[config.mk]
export PLATFORM = sky130hd
export DESIGN_NAME = masked_byte_pattern_search_flat
export DESIGN_NICKNAME = d
export VERILOG_FILES = /design/src/sv/mbps_pkg.sv /design/src/sv/mbps_if.sv /design/src/sv/masked_byte_pattern_search.sv /design/src/sv/mbps_cell.sv /design/src/sv/mbps_out_buf.sv /design/src/flat_wrapper.sv
export SDC_FILE = /design/constraint.sdc
export NUM_CORES = 1
export LEC_CHECK = 0
export BUFFER_PORTS_ARGS = -buffer_cell sky130_fd_sc_hd__buf_2
export CAP_MARGIN = 40
export CORE_AREA = 4 4 209 261
export CTS_CLUSTER_DIAMETER = 100
export DETAILED_ROUTE_END_ITERATION = 8
export DIE_AREA = 0 0 213 265
export HOLD_SLACK_MARGIN = 0.15
export REMOVE_ABC_BUFFERS = 1
export SLEW_MARGIN = 20
export SYNTH_ARGS = -nofsm -noshare
export SYNTH_HDL_FRONTEND = slang
export SYNTH_HIERARCHICAL = 1
export SYNTH_SLANG_ARGS = --single-unit
[constraint.sdc]
create_clock -name clk -period 9.6 [get_ports clk]
set_input_delay 1.44 -clock clk [delete_from_list [all_inputs] [get_ports clk]]
set_output_delay 1.44 -clock clk [all_outputs]
set_load 0.01 [all_outputs]
[src/sv/mbps_pkg.sv]
// Shared constants and types for the masked byte pattern search block.
package mbps_pkg;

  localparam int PATTERN_MAX = 32;
  localparam int PAT_STORE   = 32;
  localparam int LEN_LIMIT   = (PATTERN_MAX < PAT_STORE) ? PATTERN_MAX : PAT_STORE;
  localparam int CELL_IDX_W  = (LEN_LIMIT > 1) ? $clog2(LEN_LIMIT) : 1;

  localparam int BYTE_W   = 8;
  localparam int LEN_W    = 6;
  localparam int WORD_W   = 64;
  localparam int CARE_W   = 32;
  localparam int SEEN_W   = 33;
  localparam int OFFSET_W = 32;
  localparam int APB_DW   = 64;
  localparam int APB_AW   = 6;
  localparam int REG_IDX_W = 3;

  localparam logic [SEEN_W-1:0] SEEN_MAX = {SEEN_W{1'b1}};

  // register index codes (byte address = 8 * index)
  localparam logic [REG_IDX_W-1:0] REG_PATTERN_LEN = 3'd0;
  localparam logic [REG_IDX_W-1:0] REG_PATTERN_0   = 3'd1;
  localparam logic [REG_IDX_W-1:0] REG_PATTERN_1   = 3'd2;
  localparam logic [REG_IDX_W-1:0] REG_PATTERN_2   = 3'd3;
  localparam logic [REG_IDX_W-1:0] REG_PATTERN_3   = 3'd4;
  localparam logic [REG_IDX_W-1:0] REG_CARE_MASK   = 3'd5;

  typedef struct packed {
    logic advance;  // byte transfer this cycle
    logic clear;    // byte closes the region
  } cell_ctl_t;

  typedef struct packed {
    logic                found;
    logic [OFFSET_W-1:0] match_offset;
  } result_t;

endpackage

[src/sv/mbps_if.sv]
// Valid/ready channel interfaces for region bytes and search results.
interface mbps_in_if;
  logic                        valid;
  logic                        ready;
  logic [mbps_pkg::BYTE_W-1:0] data_byte;
  logic                        last_byte;

  modport source (output valid, data_byte, last_byte, input ready);
  modport sink (input valid, data_byte, last_byte, output ready);
endinterface

interface mbps_out_if;
  logic                          valid;
  logic                          ready;
  logic                          found;
  logic [mbps_pkg::OFFSET_W-1:0] match_offset;

  modport source (output valid, found, match_offset, input ready);
  modport sink (input valid, found, match_offset, output ready);
endinterface

[src/sv/masked_byte_pattern_search.sv]
// A result is registered in the two-entry buffer from the byte transfer that causes it.
// Throughput: one region byte per cycle; the cell row checks every pattern prefix
// in parallel and the two-entry result buffer keeps input open while one waits.
// Input stalls only when both result entries are full.
// Reset (rst, synchronous, active high): registers zero, cells clear, buffer empty.
// Top level: masked byte pattern search with APB configuration.
module masked_byte_pattern_search (
  input  logic                           clk,
  input  logic                           rst,
  // APB configuration port
  input  logic                           psel,
  input  logic                           penable,
  input  logic                           pwrite,
  input  logic [mbps_pkg::APB_AW-1:0]    paddr,
  input  logic [mbps_pkg::APB_DW-1:0]    pwdata,
  output logic [mbps_pkg::APB_DW-1:0]    prdata,
  output logic                           pready,
  // streams
  mbps_in_if.sink                        in_ch,
  mbps_out_if.source                     out_ch
);

  // ---------------------------------------------------------------------
  // Configuration registers
  // ---------------------------------------------------------------------
  logic [mbps_pkg::LEN_W-1:0]  pattern_len;
  logic [mbps_pkg::WORD_W-1:0] pattern_word [4];
  logic [mbps_pkg::CARE_W-1:0] care_mask;
  logic [mbps_pkg::REG_IDX_W-1:0] reg_idx;
  logic                        cfg_write;

  assign pready    = 1'b1;
  assign reg_idx   = paddr[mbps_pkg::APB_AW-1:mbps_pkg::APB_AW-mbps_pkg::REG_IDX_W];
  assign cfg_write = psel & penable & pwrite & pready;

  always_ff @(posedge clk) begin
    if (rst) begin
      pattern_len     <= '0;
      pattern_word[0] <= '0;
      pattern_word[1] <= '0;
      pattern_word[2] <= '0;
      pattern_word[3] <= '0;
      care_mask       <= '0;
    end else if (cfg_write) begin
      case (reg_idx)
        mbps_pkg::REG_PATTERN_LEN: pattern_len     <= pwdata[mbps_pkg::LEN_W-1:0];
        mbps_pkg::REG_PATTERN_0:   pattern_word[0] <= pwdata;
        mbps_pkg::REG_PATTERN_1:   pattern_word[1] <= pwdata;
        mbps_pkg::REG_PATTERN_2:   pattern_word[2] <= pwdata;
        mbps_pkg::REG_PATTERN_3:   pattern_word[3] <= pwdata;
        mbps_pkg::REG_CARE_MASK:   care_mask       <= pwdata[mbps_pkg::CARE_W-1:0];
        default: ;  // unmapped addresses ignore writes
      endcase
    end
  end

  always_comb begin
    case (reg_idx)
      mbps_pkg::REG_PATTERN_LEN: prdata = mbps_pkg::APB_DW'(pattern_len);
      mbps_pkg::REG_PATTERN_0:   prdata = pattern_word[0];
      mbps_pkg::REG_PATTERN_1:   prdata = pattern_word[1];
      mbps_pkg::REG_PATTERN_2:   prdata = pattern_word[2];
      mbps_pkg::REG_PATTERN_3:   prdata = pattern_word[3];
      mbps_pkg::REG_CARE_MASK:   prdata = mbps_pkg::APB_DW'(care_mask);
      default:                   prdata = '0;
    endcase
  end

  // Pattern bytes as one flat vector, byte 0 in the low bits.
  logic [4*mbps_pkg::WORD_W-1:0] pattern_flat;
  assign pattern_flat = {pattern_word[3], pattern_word[2], pattern_word[1], pattern_word[0]};

  // ---------------------------------------------------------------------
  // Input transfer and cell row
  // ---------------------------------------------------------------------
  logic                accept;
  logic                buf_can_push;
  mbps_pkg::cell_ctl_t cell_ctl;

  assign in_ch.ready      = buf_can_push;
  assign accept           = in_ch.valid & in_ch.ready;
  assign cell_ctl.advance = accept;
  assign cell_ctl.clear   = in_ch.last_byte;

  // Cell j holds "pattern bytes 0..j matched the bytes ending one transfer ago".
  // With the new byte, hit[j] says bytes 0..j match ending at this byte, so a
  // full match of length L shows on hit[L-1]. Clearing at region end means a
  // hit can never reach back into a previous region.
  logic [mbps_pkg::LEN_LIMIT-1:0] hit;
  logic [mbps_pkg::LEN_LIMIT:0]   chain;

  assign chain[0] = 1'b1;

  for (genvar j = 0; j < mbps_pkg::LEN_LIMIT; j++) begin : g_cell
    logic chain_next;

    mbps_cell u_cell (
      .clk       (clk),
      .rst       (rst),
      .ctl       (cell_ctl),
      .data_byte (in_ch.data_byte),
      .pat_byte  (pattern_flat[j*mbps_pkg::BYTE_W +: mbps_pkg::BYTE_W]),
      .care      (care_mask[j]),
      .chain_in  (chain[j]),
      .hit       (hit[j]),
      .chain_out (chain_next)
    );

    assign chain[j+1] = chain_next;
  end

  // ---------------------------------------------------------------------
  // Match select, byte count, offset
  // ---------------------------------------------------------------------
  logic [mbps_pkg::LEN_W-1:0]      eff_len;
  logic [mbps_pkg::LEN_W-1:0]      len_minus1;
  logic [mbps_pkg::CELL_IDX_W-1:0] sel_idx;
  logic                            hit_sel;

  // lengths above the cell count clamp to the full row
  assign eff_len    = (pattern_len > mbps_pkg::LEN_W'(mbps_pkg::LEN_LIMIT)) ?
                      mbps_pkg::LEN_W'(mbps_pkg::LEN_LIMIT) : pattern_len;
  assign len_minus1 = eff_len - mbps_pkg::LEN_W'(1);
  assign sel_idx    = len_minus1[mbps_pkg::CELL_IDX_W-1:0];
  assign hit_sel    = (eff_len != '0) & hit[sel_idx];

  logic [mbps_pkg::SEEN_W-1:0] bytes_seen;
  logic [mbps_pkg::SEEN_W-1:0] seen_inc;
  logic [mbps_pkg::SEEN_W-1:0] start_off;
  logic                        match_latched;

  // saturating count including the byte in flight
  assign seen_inc  = (bytes_seen == mbps_pkg::SEEN_MAX) ? bytes_seen :
                     bytes_seen + mbps_pkg::SEEN_W'(1);
  // no underflow: a hit needs eff_len bytes of this region
  assign start_off = seen_inc - mbps_pkg::SEEN_W'(eff_len);

  always_ff @(posedge clk) begin
    if (rst) begin
      bytes_seen    <= '0;
      match_latched <= 1'b0;
    end else if (accept) begin
      if (in_ch.last_byte) begin
        bytes_seen    <= '0;
        match_latched <= 1'b0;
      end else begin
        bytes_seen    <= seen_inc;
        match_latched <= match_latched | hit_sel;
      end
    end
  end

  // ---------------------------------------------------------------------
  // Result generation: first match of a region, or not-found at its end
  // ---------------------------------------------------------------------
  logic              push;
  mbps_pkg::result_t result;

  assign push         = accept & ~match_latched & (hit_sel | in_ch.last_byte);
  assign result.found = hit_sel;

  always_comb begin
    if (!hit_sel) begin
      result.match_offset = '0;
    end else if (start_off[mbps_pkg::SEEN_W-1]) begin
      result.match_offset = '1;  // saturate past 32 bits
    end else begin
      result.match_offset = start_off[mbps_pkg::OFFSET_W-1:0];
    end
  end

  mbps_out_buf u_out_buf (
    .clk       (clk),
    .rst       (rst),
    .push      (push),
    .push_data (result),
    .can_push  (buf_can_push),
    .out_ch    (out_ch)
  );

endmodule

[src/sv/mbps_cell.sv]
// One compare cell: partial-match bit for pattern prefix ending at its byte.
module mbps_cell (
  input  logic                        clk,
  input  logic                        rst,
  input  mbps_pkg::cell_ctl_t         ctl,
  input  logic [mbps_pkg::BYTE_W-1:0] data_byte,
  input  logic [mbps_pkg::BYTE_W-1:0] pat_byte,
  input  logic                        care,
  input  logic                        chain_in,
  output logic                        hit,
  output logic                        chain_out
);

  logic prefix;

  // prefix through this byte matches when the shorter prefix matched last byte
  assign hit       = chain_in & (~care | (data_byte == pat_byte));
  assign chain_out = prefix;

  always_ff @(posedge clk) begin
    if (rst) begin
      prefix <= 1'b0;
    end else if (ctl.advance) begin
      prefix <= ctl.clear ? 1'b0 : hit;
    end
  end

endmodule

[src/sv/mbps_out_buf.sv]
// Two-entry result buffer: output register plus skid entry.
module mbps_out_buf (
  input  logic                clk,
  input  logic                rst,
  input  logic                push,
  input  mbps_pkg::result_t   push_data,
  output logic                can_push,
  mbps_out_if.source          out_ch
);

  logic              main_valid;
  logic              skid_valid;
  mbps_pkg::result_t main_data;
  mbps_pkg::result_t skid_data;
  logic              pop;

  assign pop      = main_valid & out_ch.ready;
  assign can_push = ~skid_valid;

  assign out_ch.valid        = main_valid;
  assign out_ch.found        = main_data.found;
  assign out_ch.match_offset = main_data.match_offset;

  always_ff @(posedge clk) begin
    if (rst) begin
      main_valid <= 1'b0;
      skid_valid <= 1'b0;
    end else if (skid_valid) begin
      if (pop) begin
        main_valid <= 1'b1;
        skid_valid <= 1'b0;
      end
    end else if (push) begin
      if (!main_valid || pop) begin
        main_valid <= 1'b1;
      end else begin
        skid_valid <= 1'b1;
      end
    end else if (pop) begin
      main_valid <= 1'b0;
    end
  end

  always_ff @(posedge clk) begin
    if (skid_valid) begin
      if (pop) begin
        main_data <= skid_data;
      end
    end else if (push) begin
      if (!main_valid || pop) begin
        main_data <= push_data;
      end else begin
        skid_data <= push_data;
      end
    end
  end

endmodule

[src/flat_wrapper.sv]
// flat-port wrapper written by rule: the top's interface ports become plain ports
module masked_byte_pattern_search_flat 
  (clk, rst, psel, penable, pwrite, paddr, pwdata, prdata, pready, in_ch_valid, in_ch_data_byte, in_ch_last_byte, in_ch_ready, out_ch_valid, out_ch_found, out_ch_match_offset, out_ch_ready);
  mbps_in_if in_ch_i ();
  mbps_out_if out_ch_i ();
  input  logic clk;
  input  logic rst;
  input  logic psel;
  input  logic penable;
  input  logic pwrite;
  input  logic [mbps_pkg::APB_AW-1:0] paddr;
  input  logic [mbps_pkg::APB_DW-1:0] pwdata;
  output logic [mbps_pkg::APB_DW-1:0] prdata;
  output logic pready;
  input wire logic [$bits(in_ch_i.valid)-1:0] in_ch_valid;
  input wire logic [$bits(in_ch_i.data_byte)-1:0] in_ch_data_byte;
  input wire logic [$bits(in_ch_i.last_byte)-1:0] in_ch_last_byte;
  output wire logic [$bits(in_ch_i.ready)-1:0] in_ch_ready;
  output wire logic [$bits(out_ch_i.valid)-1:0] out_ch_valid;
  output wire logic [$bits(out_ch_i.found)-1:0] out_ch_found;
  output wire logic [$bits(out_ch_i.match_offset)-1:0] out_ch_match_offset;
  input wire logic [$bits(out_ch_i.ready)-1:0] out_ch_ready;
  assign in_ch_i.valid = in_ch_valid;
  assign in_ch_i.data_byte = in_ch_data_byte;
  assign in_ch_i.last_byte = in_ch_last_byte;
  assign in_ch_ready = in_ch_i.ready;
  assign out_ch_valid = out_ch_i.valid;
  assign out_ch_found = out_ch_i.found;
  assign out_ch_match_offset = out_ch_i.match_offset;
  assign out_ch_i.ready = out_ch_ready;
  masked_byte_pattern_search u_core (.clk(clk), .rst(rst), .psel(psel), .penable(penable), .pwrite(pwrite), .paddr(paddr), .pwdata(pwdata), .prdata(prdata), .pready(pready), .in_ch(in_ch_i), .out_ch(out_ch_i));
endmodule
==> results of run 1 <==
-- stage by stage --
stage          hold slack (ns)  cells  area (sq um)  util (%)  power [mW]
2_1_floorplan            0.442   2001         22700         -        2.37
3_3_place_gp             0.460   2881         24800      47.8        2.57
3_5_place_dp             0.464   2892         25000      48.3        2.59
4_1_cts                  0.473   2975         26600      51.3        4.41
5_1_grt                  0.493   2981         26600      51.4        4.51
6_report                 0.475   2982         26600      51.4        4.37
-- routing by layer --
layer | track usage, % | routed length, microns | vias up
met3 | 3.37 | 3240 | 141
met5 | 0 | 13 | -
met1 | 26.9 | 26200 | 8330
met2 | 42.8 | 35400 | 473
li1 | - | - | 8001
met4 | 10.2 | 3080 | 2
-- critical path, stage by stage (launching register included) --
cell and delay, ns:
dfxtp_1 0.48, nand4_1 0.21, nor4_2 0.78, nand3_1 0.58, xnor2_1 0.38, ha_1 0.22, inv_1 0.06, fa_1 0.39
a21o_1 0.20, a21oi_1 0.22, o21bai_1 0.09, a21o_1 0.23, nor4_2 0.65, nand3_2 0.34, nor4_4 0.40, xor2_2 0.15
buf_4 0.36, a21oi_1 0.16, mux2_2 0.29
-- placed cells by master, fill, tap and decap left out, types with 32 or more instances in the layout --
cell type and instances:
buf_4 35, mux2i_1 46, clkbuf_16 47, o21ai_0 44
xnor2_1 288, buf_2 180, dfxtp_1 104, o21ai_1 32
nand2_1 158, and2_1 266, nor2_1 101, edfxtp_1 322
a21oi_1 81, nor3b_1 32, and2_2 33, a22oi_1 90
nand4_1 74
-- cell type report --
cell class / count / area, sq um / area share, %
Antenna cell: 4 / 10.0 / 0.0376
Clock buffer: 64 / 1300 / 4.89
Clock inverter: 19 / 230 / 0.865
Inverter: 14 / 52.6 / 0.198
Multi-Input combinational cell: 1560 / 10900 / 41.2
Sequential cell: 427 / 11800 / 44.3
Tap cell: 665 / 832 / 3.13
Timing Repair Buffer: 229 / 1460 / 5.47
-- power by group through the flow --
stage	Combinational [mW]	Clock [mW]	Sequential, mW
final	0.442	1.82	2.11
after global routing	0.476	1.93	2.11
after CTS	0.445	1.86	2.10
after detailed placement	0.443	0	2.14
after global placement	0.428	0	2.14
after floorplan	0.234	0	2.14
-- sequential cells by signal, indices dropped and copies added (netlist names) --
signal	count
u_core/u_out_buf/out_ch.match_offset	32
u_core/u_out_buf/out_ch.valid	1
u_core/u_out_buf/skid_valid	1
u_core/bytes_seen	33
u_core/g_cell.u_cell/chain_out	31
u_core/u_out_buf/out_ch.found	1
u_core/u_out_buf/skid_data	33
u_core/care_mask	32
u_core/match_latched	1
u_core/pattern_len	6
u_core/pattern_word	256
-- path summary, 6_finish.rpt --
| path | slack, ns | to | start |
|---|---|---|---|
| worst max register to register | 3.13 | u_core/u_out_buf/out_ch.match_offset[1] | u_core/bytes_seen[27] |
| worst min-delay path | 0.48 | u_core/care_mask[8] | u_core/care_mask[8] |
| worst max-delay path | 3.13 | u_core/u_out_buf/out_ch.match_offset[1] | u_core/bytes_seen[27] |
| worst min register to register | 0.48 | u_core/care_mask[8] | u_core/care_mask[8] |
==> flow_metrics.env, run 1 <==
export IMPL_cts_buffers=45
export IMPL_drive_above_1_share_pct=18.6
export IMPL_grt_pass1_vias=17244
export IMPL_relSlewSlack_pct=45.3
export IMPL_crit_type="register to register"
export IMPL_period_share_pct=67.4
export IMPL_clock_latency_ns=0.60
export IMPL_setup_ws_ns=3.13
export IMPL_nets=2372
export IMPL_rr_worst_depth=18
export IMPL_syn_inst=2106
export IMPL_worst_pin_slew_ns=0.814
export IMPL_vias=16947
export IMPL_cp_end_kind="register"
export IMPL_combPwrFrac_pct=10.1
export IMPL_cts_hold_buf=0
export IMPL_grt_max_degree=65
export IMPL_worstHoldPathCells=2
export IMPL_cts_root_buf="clkbuf_16"
export IMPL_drt_pre_antenna_iters=5
export IMPL_ir_drop_uv=145
export IMPL_start_util_pct=44.7
export IMPL_cts_max_level=2
export IMPL_internal_power_mw=3.29
export IMPL_grt_antenna_before_repair=5
export IMPL_drt_iter0_drc=1247
export IMPL_clkTransAtPathRegs_ns=0.06
export IMPL_cellPowerDensity_nw_per_um2=164
export IMPL_preCtsSetupSlack_ns=2.97
export IMPL_syn_avg_cell_area_sq_um=11.0
export IMPL_yosysWarnings=6
export IMPL_ios=186
export IMPL_via_per_inst=5.68
export IMPL_maxCapViolCount=0
export IMPL_cts_resized=0
export IMPL_syn_area_sq_um=23100
export IMPL_period_needed_ns=6.47
export IMPL_grtUsageTotal_pct=23.4
export IMPL_leakagePower_nw=9.62
export IMPL_routedWlPerCell_microns=22.8
export IMPL_finalSetupViolCount=0
export IMPL_grt_setup_unrepaired="no"
export IMPL_worstPathArrival_ns=6.79
export IMPL_routed_wl_microns=68000
export IMPL_p_seq_share_pct=48.2
export IMPL_netSwitchingPower_mw=1.08
export IMPL_areaGrowthSynthToFinish_pct=15.0
export IMPL_cts_tree="built"
export IMPL_hold_class="register to register"
export IMPL_place_gp_congestion=0.863
export IMPL_grt_ovfl_total=0
export IMPL_die_w_microns=213
export IMPL_required_ns=9.93
export IMPL_fin_skew_ns=0.0260
export IMPL_drc=0
export IMPL_coreArea_sq_um=51800
export IMPL_hold_violations=0
export IMPL_dieArea_sq_um=56400
export IMPL_die_h_microns=265
export IMPL_nFillCells=4684
export IMPL_crit_path_start_kind="register"
export IMPL_setup_tns_ns=0
export IMPL_status="complete, no violations"
export IMPL_cts_buffer_depth=3
export IMPL_switching_share_pct=24.7
export IMPL_grt_pass1_wl_microns=102000
export IMPL_worstPathMaxFanout=24
export IMPL_timing_fmax_mhz=155
export IMPL_clock_sinks=427
export IMPL_postCtsSetupRepairBufs=0
export IMPL_slew_viol_final=0
export IMPL_postRouteAntennaNets=0
export IMPL_placementRows=93
export IMPL_io_buffers=181
export IMPL_clkPwrFrac_pct=41.7
export IMPL_dp_hpwl_microns=45700
No activity file was read; power rests on OpenSTA's default activity.
==> inputs of run 2 (changes only) <==
==> constraint.sdc (replaced) <==
create_clock -name clk -period 5.5 [get_ports clk]
set_input_delay 0.825 -clock clk [delete_from_list [all_inputs] [get_ports clk]]
set_output_delay 0.825 -clock clk [all_outputs]
set_load 0.01 [all_outputs]
==> flow_metrics.env, run 2 (synthesis gave the netlist of run 1 again) <==
export IMPL_drive_above_1_share_pct=19.2
export IMPL_cts_buffer_depth=3
export IMPL_cts_max_level=2
export IMPL_nFillCells=4603
export IMPL_largest_reg_flops=256
export IMPL_dp_cells=2918
export IMPL_die_h_microns=265
export IMPL_slew_viol_final=0
export IMPL_final_cell_mix="edfxtp_1 (322), xnor2_1 (288), and2_1 (266)"
export IMPL_cts_buffers=45
export IMPL_setup_tns_ns=0
export IMPL_placementRows=93
export IMPL_place_gp_congestion=0.889
export IMPL_status="complete, no violations"
export IMPL_cp_end_kind="register"
export IMPL_largestRegisters="u_core/pattern_word x256, u_core/bytes_seen x33, u_core/u_out_buf/skid_data x33"
export IMPL_finalSetupViolCount=0
export IMPL_cts_tree="built"
export IMPL_nets=2398
export IMPL_ios=186
export IMPL_switching_share_pct=25.0
export IMPL_fin_skew_ns=0.0243
export IMPL_postRouteAntennaNets=0
export IMPL_clkPwrFrac_pct=39.8
export IMPL_drc=0
export IMPL_layout_commonest_cell="edfxtp_1"
export IMPL_grtUsageTotal_pct=23.6
export IMPL_vias=16999
export IMPL_cts_hold_buf=0
export IMPL_grtUsageMet3_pct=3.22
export IMPL_period_share_pct=94.1
export IMPL_dpl_cell_area_sq_um=25200
export IMPL_clkTransAtPathRegs_ns=0.06
export IMPL_crit_type="register to register"
export IMPL_leakagePower_nw=9.66
export IMPL_fin_util_pct=51.4
export IMPL_grt_pass1_vias=17275
export IMPL_drt_iter0_drc=1274
export IMPL_dieArea_sq_um=56400
export IMPL_io_buffers=181
export IMPL_grt_pass1_wl_microns=103000
export IMPL_multiInputGateArea_sq_um=10900
export IMPL_period_needed_ns=5.18
export IMPL_coreArea_sq_um=51800
export IMPL_cts_root_buf="clkbuf_16"
export IMPL_cellPowerDensity_nw_per_um2=278
export IMPL_final_cells=3009
export IMPL_busiest_layer="met2"
export IMPL_p_seq_share_pct=49.6
export IMPL_relSlewSlack_pct=43.7
export IMPL_worstPathArrival_ns=5.50
export IMPL_required_ns=5.82
export IMPL_hold_violations=0
export IMPL_ir_drop_uv=279
export IMPL_timing_fmax_mhz=193
export IMPL_rr_worst_depth=19
export IMPL_combPwrFrac_pct=10.5
export IMPL_reg2reg_slack_ns=0.32
export IMPL_met2_usage_pct=44.1
export IMPL_maxCapViolCount=0
export IMPL_crit_path_start_kind="register"
export IMPL_dp_hpwl_microns=46800
export IMPL_clock_sinks=427
export IMPL_fin_area_sq_um=26600
export IMPL_internal_power_mw=5.55
export IMPL_grt_ovfl_total=0
export IMPL_drt_pre_antenna_iters=8
export IMPL_die_w_microns=213
export IMPL_via_per_inst=5.65
export IMPL_regMostFlops="u_core/pattern_word"
export IMPL_use_met1_pct=27.2
export IMPL_worst_pin_slew_ns=0.843
export IMPL_grt_max_degree=76
export IMPL_grt_setup_unrepaired="no"
export IMPL_worstPathMaxFanout=24
export IMPL_routedWlPerCell_microns=22.7
export IMPL_seqCellArea_sq_um=11800
export IMPL_start_util_pct=44.7
export IMPL_clock_latency_ns=0.60
export IMPL_routed_wl_microns=68300
export IMPL_worstHoldPathCells=2
export IMPL_netSwitchingPower_mw=1.85
export IMPL_areaGrowthSynthToFinish_pct=15.1
export IMPL_grt_antenna_before_repair=6
export IMPL_hold_class="primary input to register"
==> run 2: cell types whose count changed in the layout (fill, tap and decap cells not counted), moves of 3 or more <==
cell	before	now
buf_16	5	1
bufinv_16	4	1
clkbuf_1	11	17
buf_4	35	63
buf_12	6	10
==> run 2: worst max-delay path, cell delays in order, from the launching register on <==
cell	delay, ns
dfxtp_1	0.45
ha_1	0.26
nand3_1	0.22
nor4_4	0.40
nand3_1	0.21
buf_4	0.24
nand2_1	0.07
nand2_1	0.12
fa_1	0.48
a21o_1	0.20
a21oi_1	0.22
o21bai_1	0.09
a21o_1	0.25
nor4_4	0.37
nand3_2	0.17
nor4_4	0.34
xor2_2	0.20
buf_12	0.22
a21oi_1	0.10
mux2_2	0.29
==> run 2: final timing paths <==
| kind | to | start |
|---|---|---|
| hold reg to reg | u_core/care_mask[9] | u_core/care_mask[9] |
| setup reg to reg | u_core/u_out_buf/out_ch.match_offset[0] | u_core/bytes_seen[0] |
| hold / removal | u_core/u_out_buf/skid_valid | out_ch_ready |
| setup / recovery | u_core/u_out_buf/out_ch.match_offset[0] | u_core/bytes_seen[0] |
==> run 2: routing by layer <==
metal	share of wire (%)	vias up	routed length [microns]
li1	-	8063	-
met1	38	8321	26200
met2	53	479	36400
met3	4.7	132	3240
met4	3.5	4	2370
met5	0.031	-	21
==> run 2: final cells by class <==
class / instances / share of cell area, %
inverters: 14 / 0.197
clock inverters: 17 / 0.517
well taps: 665 / 3.12
flip-flops and latches: 427 / 44.2
diodes: 4 / 0.0376
clock buffers: 67 / 4.77
multi-input cells: 1560 / 41.1
repair buffers: 255 / 6.07
==> run 2: power groups by stage <==
stage	clock network, mW	registers, mW	logic [mW]
floorplan	0	3.73	0.408
global placement	0	3.74	0.775
detailed placement	0	3.74	0.784
CTS	3.02	3.67	0.787
global route	3.15	3.69	0.840
finish	2.95	3.67	0.780
==> run 2: stage by stage <==
step                worst slack (ns)  power [mW]  hold slack, ns
finish                         0.324        7.41           0.446
global route                  0.0294        7.67           0.443
CTS                            0.205        7.48           0.415
detailed placement             0.245        4.53           0.470
global placement               0.286        4.51           0.451
floorplan                      -1.59        4.14           0.442
==> run 2: what timing repair did <==
item                                    CTS  global route
setup buffers                             0             2
gates resized for setup                   0             1
hold endpoints to repair                  0             0
endpoints found under the setup margin    0            25
